==> src/srrt_pkg.sv <==
package srrt_pkg;

    localparam int DEF_MAX_RANGES = 16;
    localparam int DEF_SEQ_BITS   = 16;

    localparam int FIELD_W    = 16;
    localparam int OFF_W      = 8;
    localparam int PKT_W      = 17;
    localparam int BYTE_W     = 32;
    localparam int CNT_OUT_W  = 5;
    localparam int IN_DATA_W  = 56;
    localparam int OUT_DATA_W = 72;
    localparam int OUT_USED_W = BYTE_W + CNT_OUT_W + 2 * FIELD_W;

    typedef enum logic [1:0] {
        STAT_OK   = 2'd0,
        STAT_DUP  = 2'd1,
        STAT_FULL = 2'd2
    } t_status;

    typedef enum logic [3:0] {
        ST_IDLE,
        ST_RD,
        ST_CMP,
        ST_DECIDE,
        ST_SHUP_RD,
        ST_SHUP_WR,
        ST_SHDN_RD,
        ST_SHDN_WR,
        ST_FIN,
        ST_DONE
    } t_state;

    typedef struct packed {
        logic dup;
        logic above;
        logic adj_below;
        logic adj_above;
    } t_cmp_res;

endpackage

==> src/srrt_cmp.sv <==
module srrt_cmp #(
    parameter int SEQ_BITS = 16
) (
    input  logic [SEQ_BITS-1:0]   i_seq,
    input  logic [2*SEQ_BITS-1:0] i_entry,
    output srrt_pkg::t_cmp_res    o_res
);
    import srrt_pkg::*;

    logic [SEQ_BITS:0] w_seq;
    logic [SEQ_BITS:0] w_low;
    logic [SEQ_BITS:0] w_high;

    assign w_seq  = {1'b0, i_seq};
    assign w_low  = {1'b0, i_entry[2*SEQ_BITS-1:SEQ_BITS]};
    assign w_high = {1'b0, i_entry[SEQ_BITS-1:0]};

    // no wrap: one spare bit on every side of the compare
    assign o_res.dup       = (w_seq >= w_low) && (w_seq <= w_high);
    assign o_res.above     = w_seq > w_high;
    assign o_res.adj_below = w_seq == (w_high + (SEQ_BITS + 1)'(1));
    assign o_res.adj_above = (w_seq + (SEQ_BITS + 1)'(1)) == w_low;

endmodule

==> src/srrt_mem.sv <==
module srrt_mem #(
    parameter int DEPTH = 16,
    parameter int WIDTH = 32
) (
    input  logic                     i_clk,
    input  logic                     i_wr_en,
    input  logic [$clog2(DEPTH)-1:0] i_wr_addr,
    input  logic [WIDTH-1:0]         i_wr_data,
    input  logic                     i_rd_en,
    input  logic [$clog2(DEPTH)-1:0] i_rd_addr,
    output logic [WIDTH-1:0]         o_rd_data
);

    logic [WIDTH-1:0] r_mem [DEPTH];
    logic [WIDTH-1:0] r_rd_data;

    always_ff @(posedge i_clk) begin
        if (i_wr_en) begin
            r_mem[i_wr_addr] <= i_wr_data;
        end
    end

    always_ff @(posedge i_clk) begin
        if (i_rd_en) begin
            r_rd_data <= r_mem[i_rd_addr];
        end
    end

    assign o_rd_data = r_rd_data;

endmodule

==> src/sequence_range_reorder_tracker.sv <==
// channel  | dir | tdata (lsb first)                                  | tuser
// s_axis   | in  | sequence_number, first_entry_bytes, rest_bytes,    | action
//          |     | header_offset                                      |
// m_axis   | out | bytes_received, range_count, first_range_low,      | status
//          |     | first_range_high, 3 zero bits                      |
//
// Reads of the range memory are registered: every compare and every move waits
// for its read data, so the time a transfer takes grows with the ranges walked
// past and with the entries moved to open or close a slot.
// Reset clears control, range count and byte total; the memory is not cleared.
// A finished result waits in the output register; the next transfer is taken
// as soon as the sequencer is idle, and it stalls only at its end if m_axis is
// still full.
module sequence_range_reorder_tracker #(
    parameter int MAX_RANGES = srrt_pkg::DEF_MAX_RANGES,
    parameter int SEQ_BITS   = srrt_pkg::DEF_SEQ_BITS
) (
    input  logic                             i_clk,
    input  logic                             i_rst_n,
    input  logic                             i_s_axis_tvalid,
    output logic                             o_s_axis_tready,
    // sequence_number, first_entry_bytes, rest_bytes, header_offset
    input  logic [srrt_pkg::IN_DATA_W-1:0]   i_s_axis_tdata,
    // action
    input  logic [0:0]                       i_s_axis_tuser,
    output logic                             o_m_axis_tvalid,
    input  logic                             i_m_axis_tready,
    // bytes_received, range_count, first_range_low, first_range_high
    output logic [srrt_pkg::OUT_DATA_W-1:0]  o_m_axis_tdata,
    // status
    output logic [1:0]                       o_m_axis_tuser
);
    import srrt_pkg::*;

    localparam int AW = $clog2(MAX_RANGES);
    localparam int IW = $clog2(MAX_RANGES + 1);
    localparam int EW = 2 * SEQ_BITS;
    localparam logic [IW-1:0] MAX_CNT = IW'(MAX_RANGES);

    t_state              r_state, n_state;
    logic [SEQ_BITS-1:0] r_seq, n_seq;
    logic [PKT_W-1:0]    r_pkt, n_pkt;
    logic [IW-1:0]       r_idx, n_idx;
    logic [IW-1:0]       r_count, n_count;
    logic [IW-1:0]       r_shift, n_shift;
    logic [BYTE_W-1:0]   r_total, n_total;
    logic [EW-1:0]       r_prev, n_prev;
    logic                r_prev_adj, n_prev_adj;
    logic [EW-1:0]       r_cur, n_cur;
    logic                r_cur_adj, n_cur_adj;
    t_status             r_status, n_status;
    logic [EW-1:0]       r_first;
    logic                r_out_valid, n_out_valid;
    t_status             r_out_status, n_out_status;
    logic [OUT_DATA_W-1:0] r_out_data, n_out_data;

    logic                mem_wr_en;
    logic [AW-1:0]       mem_wr_addr;
    logic [EW-1:0]       mem_wr_data;
    logic                mem_rd_en;
    logic [AW-1:0]       mem_rd_addr;
    logic [EW-1:0]       mem_rd_data;
    t_cmp_res            w_cmp;

    logic [FIELD_W+SEQ_BITS-1:0] w_seq_ext;
    logic [SEQ_BITS-1:0]         w_seq;
    logic [FIELD_W-1:0]          w_first_bytes;
    logic [FIELD_W-1:0]          w_rest_bytes;
    logic [FIELD_W-1:0]          w_off;
    logic [FIELD_W-1:0]          w_off_cl;
    logic [PKT_W-1:0]            w_pkt;
    logic [BYTE_W:0]             w_sum;
    logic [BYTE_W-1:0]           w_total_sat;
    logic [IW-1:0]               w_idx_m1;
    logic [IW-1:0]               w_shift_m1;
    logic [IW-1:0]               w_shift_p1;
    logic                        w_have_prev;
    logic                        w_have_cur;
    logic [IW+CNT_OUT_W-1:0]     w_cnt_ext;
    logic [SEQ_BITS+FIELD_W-1:0] w_low_ext;
    logic [SEQ_BITS+FIELD_W-1:0] w_high_ext;
    logic [FIELD_W-1:0]          w_out_low;
    logic [FIELD_W-1:0]          w_out_high;

    // input unpack and per-packet byte count
    assign w_seq_ext     = {{SEQ_BITS{1'b0}}, i_s_axis_tdata[FIELD_W-1:0]};
    assign w_seq         = w_seq_ext[SEQ_BITS-1:0];
    assign w_first_bytes = i_s_axis_tdata[2*FIELD_W-1:FIELD_W];
    assign w_rest_bytes  = i_s_axis_tdata[3*FIELD_W-1:2*FIELD_W];
    assign w_off         = {{(FIELD_W-OFF_W){1'b0}}, i_s_axis_tdata[3*FIELD_W+OFF_W-1:3*FIELD_W]};
    assign w_off_cl      = (w_off > w_first_bytes) ? w_first_bytes : w_off;
    assign w_pkt         = {1'b0, w_first_bytes - w_off_cl} + {1'b0, w_rest_bytes};

    // saturating accumulate
    assign w_sum       = {1'b0, r_total} + {{(BYTE_W+1-PKT_W){1'b0}}, r_pkt};
    assign w_total_sat = w_sum[BYTE_W] ? {BYTE_W{1'b1}} : w_sum[BYTE_W-1:0];

    assign w_idx_m1    = r_idx - IW'(1);
    assign w_shift_m1  = r_shift - IW'(1);
    assign w_shift_p1  = r_shift + IW'(1);
    assign w_have_prev = r_idx != '0;
    assign w_have_cur  = r_idx < r_count;

    // result pack
    assign w_cnt_ext  = {{CNT_OUT_W{1'b0}}, r_count};
    assign w_low_ext  = {{FIELD_W{1'b0}}, r_first[EW-1:SEQ_BITS]};
    assign w_high_ext = {{FIELD_W{1'b0}}, r_first[SEQ_BITS-1:0]};
    assign w_out_low  = (r_count != '0) ? w_low_ext[FIELD_W-1:0] : '0;
    assign w_out_high = (r_count != '0) ? w_high_ext[FIELD_W-1:0] : '0;

    srrt_cmp #(
        .SEQ_BITS (SEQ_BITS)
    ) u_cmp (
        .i_seq   (r_seq),
        .i_entry (mem_rd_data),
        .o_res   (w_cmp)
    );

    srrt_mem #(
        .DEPTH (MAX_RANGES),
        .WIDTH (EW)
    ) u_mem (
        .i_clk     (i_clk),
        .i_wr_en   (mem_wr_en),
        .i_wr_addr (mem_wr_addr),
        .i_wr_data (mem_wr_data),
        .i_rd_en   (mem_rd_en),
        .i_rd_addr (mem_rd_addr),
        .o_rd_data (mem_rd_data)
    );

    always_ff @(posedge i_clk) begin
        if (!i_rst_n) begin
            r_state     <= ST_IDLE;
            r_count     <= '0;
            r_total     <= '0;
            r_out_valid <= 1'b0;
        end else begin
            r_state     <= n_state;
            r_count     <= n_count;
            r_total     <= n_total;
            r_out_valid <= n_out_valid;
        end
    end

    always_ff @(posedge i_clk) begin
        r_seq        <= n_seq;
        r_pkt        <= n_pkt;
        r_idx        <= n_idx;
        r_shift      <= n_shift;
        r_prev       <= n_prev;
        r_prev_adj   <= n_prev_adj;
        r_cur        <= n_cur;
        r_cur_adj    <= n_cur_adj;
        r_status     <= n_status;
        r_out_status <= n_out_status;
        r_out_data   <= n_out_data;
    end

    // shadow of entry 0 for the result
    always_ff @(posedge i_clk) begin
        if (mem_wr_en && (mem_wr_addr == '0)) begin
            r_first <= mem_wr_data;
        end
    end

    always_comb begin
        n_state      = r_state;
        n_seq        = r_seq;
        n_pkt        = r_pkt;
        n_idx        = r_idx;
        n_count      = r_count;
        n_shift      = r_shift;
        n_total      = r_total;
        n_prev       = r_prev;
        n_prev_adj   = r_prev_adj;
        n_cur        = r_cur;
        n_cur_adj    = r_cur_adj;
        n_status     = r_status;
        n_out_valid  = r_out_valid & ~i_m_axis_tready;
        n_out_status = r_out_status;
        n_out_data   = r_out_data;
        mem_wr_en    = 1'b0;
        mem_wr_addr  = '0;
        mem_wr_data  = '0;
        mem_rd_en    = 1'b0;
        mem_rd_addr  = '0;

        case (r_state)
            ST_IDLE: begin
                if (i_s_axis_tvalid) begin
                    n_seq    = w_seq;
                    n_pkt    = w_pkt;
                    n_idx    = '0;
                    n_status = STAT_OK;
                    if (i_s_axis_tuser[0]) begin
                        n_count = '0;
                        n_total = '0;
                    end
                    n_state = ST_RD;
                end
            end
            ST_RD: begin
                if (r_idx == r_count) begin
                    n_state = ST_DECIDE;
                end else begin
                    mem_rd_en   = 1'b1;
                    mem_rd_addr = r_idx[AW-1:0];
                    n_state     = ST_CMP;
                end
            end
            ST_CMP: begin
                if (w_cmp.dup) begin
                    n_status = STAT_DUP;
                    n_state  = ST_FIN;
                end else if (w_cmp.above) begin
                    n_prev     = mem_rd_data;
                    n_prev_adj = w_cmp.adj_below;
                    n_idx      = r_idx + IW'(1);
                    n_state    = ST_RD;
                end else begin
                    n_cur     = mem_rd_data;
                    n_cur_adj = w_cmp.adj_above;
                    n_state   = ST_DECIDE;
                end
            end
            ST_DECIDE: begin
                if (w_have_prev && r_prev_adj) begin
                    mem_wr_en   = 1'b1;
                    mem_wr_addr = w_idx_m1[AW-1:0];
                    if (w_have_cur && r_cur_adj) begin
                        // gap closed: join with the next range
                        mem_wr_data = {r_prev[EW-1:SEQ_BITS], r_cur[SEQ_BITS-1:0]};
                        n_shift     = r_idx;
                        n_state     = ST_SHDN_RD;
                    end else begin
                        mem_wr_data = {r_prev[EW-1:SEQ_BITS], r_seq};
                        n_state     = ST_FIN;
                    end
                end else if (w_have_cur && r_cur_adj) begin
                    mem_wr_en   = 1'b1;
                    mem_wr_addr = r_idx[AW-1:0];
                    mem_wr_data = {r_seq, r_cur[SEQ_BITS-1:0]};
                    n_state     = ST_FIN;
                end else if (r_count == MAX_CNT) begin
                    n_status = STAT_FULL;
                    n_state  = ST_FIN;
                end else begin
                    n_shift = r_count;
                    n_state = ST_SHUP_RD;
                end
            end
            ST_SHUP_RD: begin
                if (r_shift == r_idx) begin
                    mem_wr_en   = 1'b1;
                    mem_wr_addr = r_idx[AW-1:0];
                    mem_wr_data = {r_seq, r_seq};
                    n_count     = r_count + IW'(1);
                    n_state     = ST_FIN;
                end else begin
                    mem_rd_en   = 1'b1;
                    mem_rd_addr = w_shift_m1[AW-1:0];
                    n_state     = ST_SHUP_WR;
                end
            end
            ST_SHUP_WR: begin
                mem_wr_en   = 1'b1;
                mem_wr_addr = r_shift[AW-1:0];
                mem_wr_data = mem_rd_data;
                n_shift     = w_shift_m1;
                n_state     = ST_SHUP_RD;
            end
            ST_SHDN_RD: begin
                if (w_shift_p1 == r_count) begin
                    n_count = r_count - IW'(1);
                    n_state = ST_FIN;
                end else begin
                    mem_rd_en   = 1'b1;
                    mem_rd_addr = w_shift_p1[AW-1:0];
                    n_state     = ST_SHDN_WR;
                end
            end
            ST_SHDN_WR: begin
                mem_wr_en   = 1'b1;
                mem_wr_addr = r_shift[AW-1:0];
                mem_wr_data = mem_rd_data;
                n_shift     = w_shift_p1;
                n_state     = ST_SHDN_RD;
            end
            ST_FIN: begin
                if (r_status == STAT_OK) begin
                    n_total = w_total_sat;
                end else begin
                    n_count = '0;
                    n_total = '0;
                end
                n_state = ST_DONE;
            end
            ST_DONE: begin
                if (!r_out_valid || i_m_axis_tready) begin
                    n_out_valid  = 1'b1;
                    n_out_status = r_status;
                    n_out_data   = {{(OUT_DATA_W-OUT_USED_W){1'b0}}, w_out_high, w_out_low,
                                    w_cnt_ext[CNT_OUT_W-1:0], r_total};
                    n_state      = ST_IDLE;
                end
            end
            default: begin
                n_state = ST_IDLE;
            end
        endcase
    end

    assign o_s_axis_tready = r_state == ST_IDLE;
    assign o_m_axis_tvalid = r_out_valid;
    assign o_m_axis_tdata  = r_out_data;
    assign o_m_axis_tuser  = r_out_status;

endmodule

==> config.mk <==
export PLATFORM = sky130hd
export DESIGN_NAME = sequence_range_reorder_tracker
export DESIGN_NICKNAME = d
export VERILOG_FILES = /design/src/srrt_pkg.sv /design/src/srrt_cmp.sv /design/src/srrt_mem.sv /design/src/sequence_range_reorder_tracker.sv
export SDC_FILE = /design/constraint.sdc
export NUM_CORES = 1
export LEC_CHECK = 0
export BUFFER_PORTS_ARGS = -buffer_cell sky130_fd_sc_hd__buf_2
export CORE_AREA = 3 3 341 343
export DETAILED_ROUTE_END_ITERATION = 10
export DIE_AREA = 0 0 344 346
export SYNTH_ARGS = -nofsm -noshare
export SYNTH_HDL_FRONTEND = slang
export SYNTH_HIERARCHICAL = 1
export SYNTH_SLANG_ARGS = --single-unit
export TNS_END_PERCENT = 100
==> constraint.sdc <==
create_clock -name i_clk -period 4.98 [get_ports i_clk]
set_input_delay 0.249 -clock i_clk [delete_from_list [all_inputs] [get_ports i_clk]]
set_output_delay 0.249 -clock i_clk [all_outputs]
set_load 0.005 [all_outputs]
==> results.py <==
metrics = {
    "logic_synthesis": {
        "syn_area_sq_mm": 0.03397,
        "syn_avg_cell_area_sq_um": 15.41,
        "yosysWarnings": 6,
        "synth_area_leaders": "edfxtp_1 (64%), mux4_2 (8.5%), ha_1 (3.6%)",
        "synthFlopType": "edfxtp_1",
        "yosys_register_bits": 768,
        "synth_edf_count": 726,
        "yosysUniqueCellTypes": 87,
        "yosysMostFrequentCell": "edfxtp_1",
        "netlist.area_leader.share": 0.6418,
        "ys_seq_area_frac": 0.6666,
        "synthTopCellsByCount": "edfxtp_1 (726), nand2_1 (153), mux4_2 (128)",
        "synthCells": 2204,
        "async_reset_ff_frac": 0,
        "synth_top_area_cell": "edfxtp_1",
    },
    "setup_path": {
        "worstPathMaxFanout": 3,
        "crit_family": "compound AO/OA/AOI/OAI gates",
        "cp_data_arrival_time_ps": 4900,
        "critPathBufInv": 4,
        "reg2reg_slack_ps": 680,
        "cp_common_cell": "a21oi_1",
        "r2r-end": "u_mem/r_mem[15][26]",
        "crit_type": "input port to flop",
        "worstPathRequired_ps": 5380,
        "startpoint": "i_s_axis_tdata[17]",
        "crit_path_end_kind": "flop",
        "reg2regPathDepth": 12,
        "setup.worst_path.start_class": "input port",
        "cp_slowest_cell": "fa_1",
        "max_stage_delay_ps": 380,
        "r2r-start": "r_idx[3]",
    },
    "global_route": {
        "grt_first_pass_wirelength_mm": 129.6,
        "met3_usage": 0.02233,
        "grt_overflow": 0,
        "busiest_layer": "met2",
        "grt_use_met2": 0.2423,
        "gr-usage-met1": 0.1883,
        "grt.total_usage": 0.1430,
        "grt_pass1_vias": 20457,
        "grt_max_degree": 60,
        "antenna_found_initial": 1,
    },
    "clock_tree": {
        "cts_inserted_buffers": 76,
        "cts_max_path_buffers": 3,
        "numClockSinks": 768,
        "cts_setup_buffers": 0,
        "clk_latency_ps": 650,
        "ctsHtreeMaxLevel": 3,
        "root_buffer": "clkbuf_16",
        "clk_pin_slew_ps": 60,
        "cts_tree": "built",
    },
    "timing": {
        "tightestPinTransition_ps": 1095,
        "min_period_ps": 4499,
        "rsz0062_at_grt": "no",
        "fmax_mhz": 222.3,
        "period_share": 0.9034,
        "setup_violations": 0,
        "report.final.slew_viol_count": 0,
        "skew_ps": 39.92,
        "slew_headroom": 0.2701,
        "report.final.hold_viol_count": 0,
    },
    "outcome": {
        "status": "finished clean",
    },
    "place": {
        "portBuffers": 133,
        "dp_hpwl_mm": 52.64,
        "dpl-instance-area_sq_mm": 0.03734,
        "gp_congestion": 0.8534,
    },
    "power": {
        "p_seq_frac": 0.451,
        "clock_power_share": 0.310,
        "total_power_uw": 18100,
        "ir_worst_vdd_v": 0.0003515,
        "comb_power_share": 0.239,
        "leakagePower_uw": 0.01271,
        "p_int_uw": 12600,
        "p_sw_uw": 5508,
        "switching_share": 0.3042,
        "p_per_area_mw_per_mm2": 453.0,
    },
    "floorplan": {
        "dieArea_sq_mm": 0.1190,
        "rows": 124,
        "start_util": 0.2983,
        "die_w_um": 344,
        "core-area_sq_mm": 0.1139,
        "num_io_pins": 137,
        "die_h_um": 346,
    },
    "layout": {
        "drive_gt1_frac": 0.2187,
        "diodes": 0,
        "areaGrowthSynthToFinish_pct": 17.67,
        "fin_area_sq_mm": 0.03997,
        "fillers": 10820,
        "multi_input_area_sq_mm": 0.01076,
        "nets": 2615,
        "register_area_sq_mm": 0.02264,
    },
    "hold_path": {
        "worstHoldStart": "i_s_axis_tdata[33]",
        "whs_path_depth": 2,
        "hold_end": "r_pkt[1]",
        "hp-class": "input port to flop",
    },
    "drt": {
        "vias": 20487,
        "drc": 0,
        "drt_first_pass_iters": 5,
        "dr.first_iter.drc_count": 1624,
        "ant_nets": 0,
        "drt_wl_total_mm": 86.35,
        "avgViaCountPerCell": 5.094,
        "wl_per_cell_um": 21.47,
    },
    "run": {
        "cap_violations": 0,
    },
}
power groups by stage:
| stage | Sequential (uW) | Clock, uW | Combinational [uW] |
|---|---|---|---|
| 3_5_place_dp | 8300 | 0 | 4300 |
| 3_3_place_gp | 8290 | 0 | 4240 |
| 6_report | 8170 | 5610 | 4330 |
| 2_1_floorplan | 8070 | 0 | 3030 |
| 4_1_cts | 8160 | 5740 | 4330 |
| 5_1_grt | 8210 | 6010 | 4750 |
registers in the layout (all words and copies together), names as in the netlist, 4 cells and up:
name             cells
r_first             32
u_mem/r_mem        512
o_m_axis_tdata      69
r_prev              16
r_idx                5
r_cur               16
r_pkt               17
u_mem/o_rd_data     32
r_shift              5
r_state              4
r_seq               16
r_count              5
r_total             32
what timing repair did:
| item | in CTS | in global routing |
|---|---|---|
| hold buffers | 18 | 0 |
| resized for setup | 0 | 4 |
| setup endpoints to repair | 0 | 5 |
| hold endpoints to repair | 19 | 0 |
placed cells by master, fill, tap and decap left out, types with 57 or more instances in the layout:
cell       count
nand3_1       69
a22oi_1       68
nand2_1      153
a21oi_1       99
ha_1          98
mux4_2       128
o21ai_0       65
buf_4        106
nor2_1        57
clkbuf_16     76
xnor2_1       60
buf_2        133
edfxtp_1     726
inv_1         80
final cells by class:
class / count / area share
tap: 1512 / 0.04733
clock inverter: 49 / 0.01218
sequential: 768 / 0.5665
inverter: 80 / 0.007513
multi-input combinational: 1254 / 0.2693
timing repair buffer: 272 / 0.04859
clock buffer: 87 / 0.04862
worst register-to-register path, delay by kind of cell (launching register included):
kind                       cells  cell delay [ps]
AOI/OAI and AO/OA              3              740
DFF                            1              600
adders and majority gates      1              400
and+or+nand+nor                6             1230
buffers and inverters          2              880
how the worst max path moves through the flow:
stage | slack (ps) | depth (start not counted) | endpoint
floorplan | 40 | 27 | r_pkt[14]
global placement | -360 | 27 | r_pkt[15]
detailed placement | -410 | 29 | r_pkt[15]
CTS | 270 | 29 | r_pkt[15]
global route | 20 | 30 | r_pkt[15]
finish | 480 | 30 | r_pkt[15]
per-stage QoR:
stage               setup slack, ps  hold slack [ps]  setup TNS [ps]    util  cells
floorplan                     38.01            347.9               0       -   2206
global placement             -364.9            428.7           -1307  0.3279   3868
detailed placement           -414.2            427.1           -1538  0.3279   3868
CTS                           268.0            29.36               0  0.3508   4022
global route                  20.28            44.16               0  0.3510   4022
finish                        481.3            40.10               0  0.3510   4022
metal layers:
layer / routed length, um / vias to the layer above
met5: 0 / -
met1: 36310 / 10491
li1: - / 9198
met3: 5479 / 120
met2: 42440 / 678
met4: 2119 / 0
cell families (layout without fill, tap and decap cells):
family | Yosys count | count (layout) | share of synthesized area
DFF | 768 | 768 | 0.6666
and+or+nand+nor | 498 | 498 | 0.07367
AOI/OAI and AO/OA | 411 | 411 | 0.08295
buffers and inverters | 184 | 488 | 0.02357
muxes | 144 | 144 | 0.08969
adders and majority gates | 102 | 102 | 0.03846
xor gates and xnor gates | 96 | 96 | 0.02497
other | 1 | 3 | 0.0001104
(Power assumes the default switching activity.)
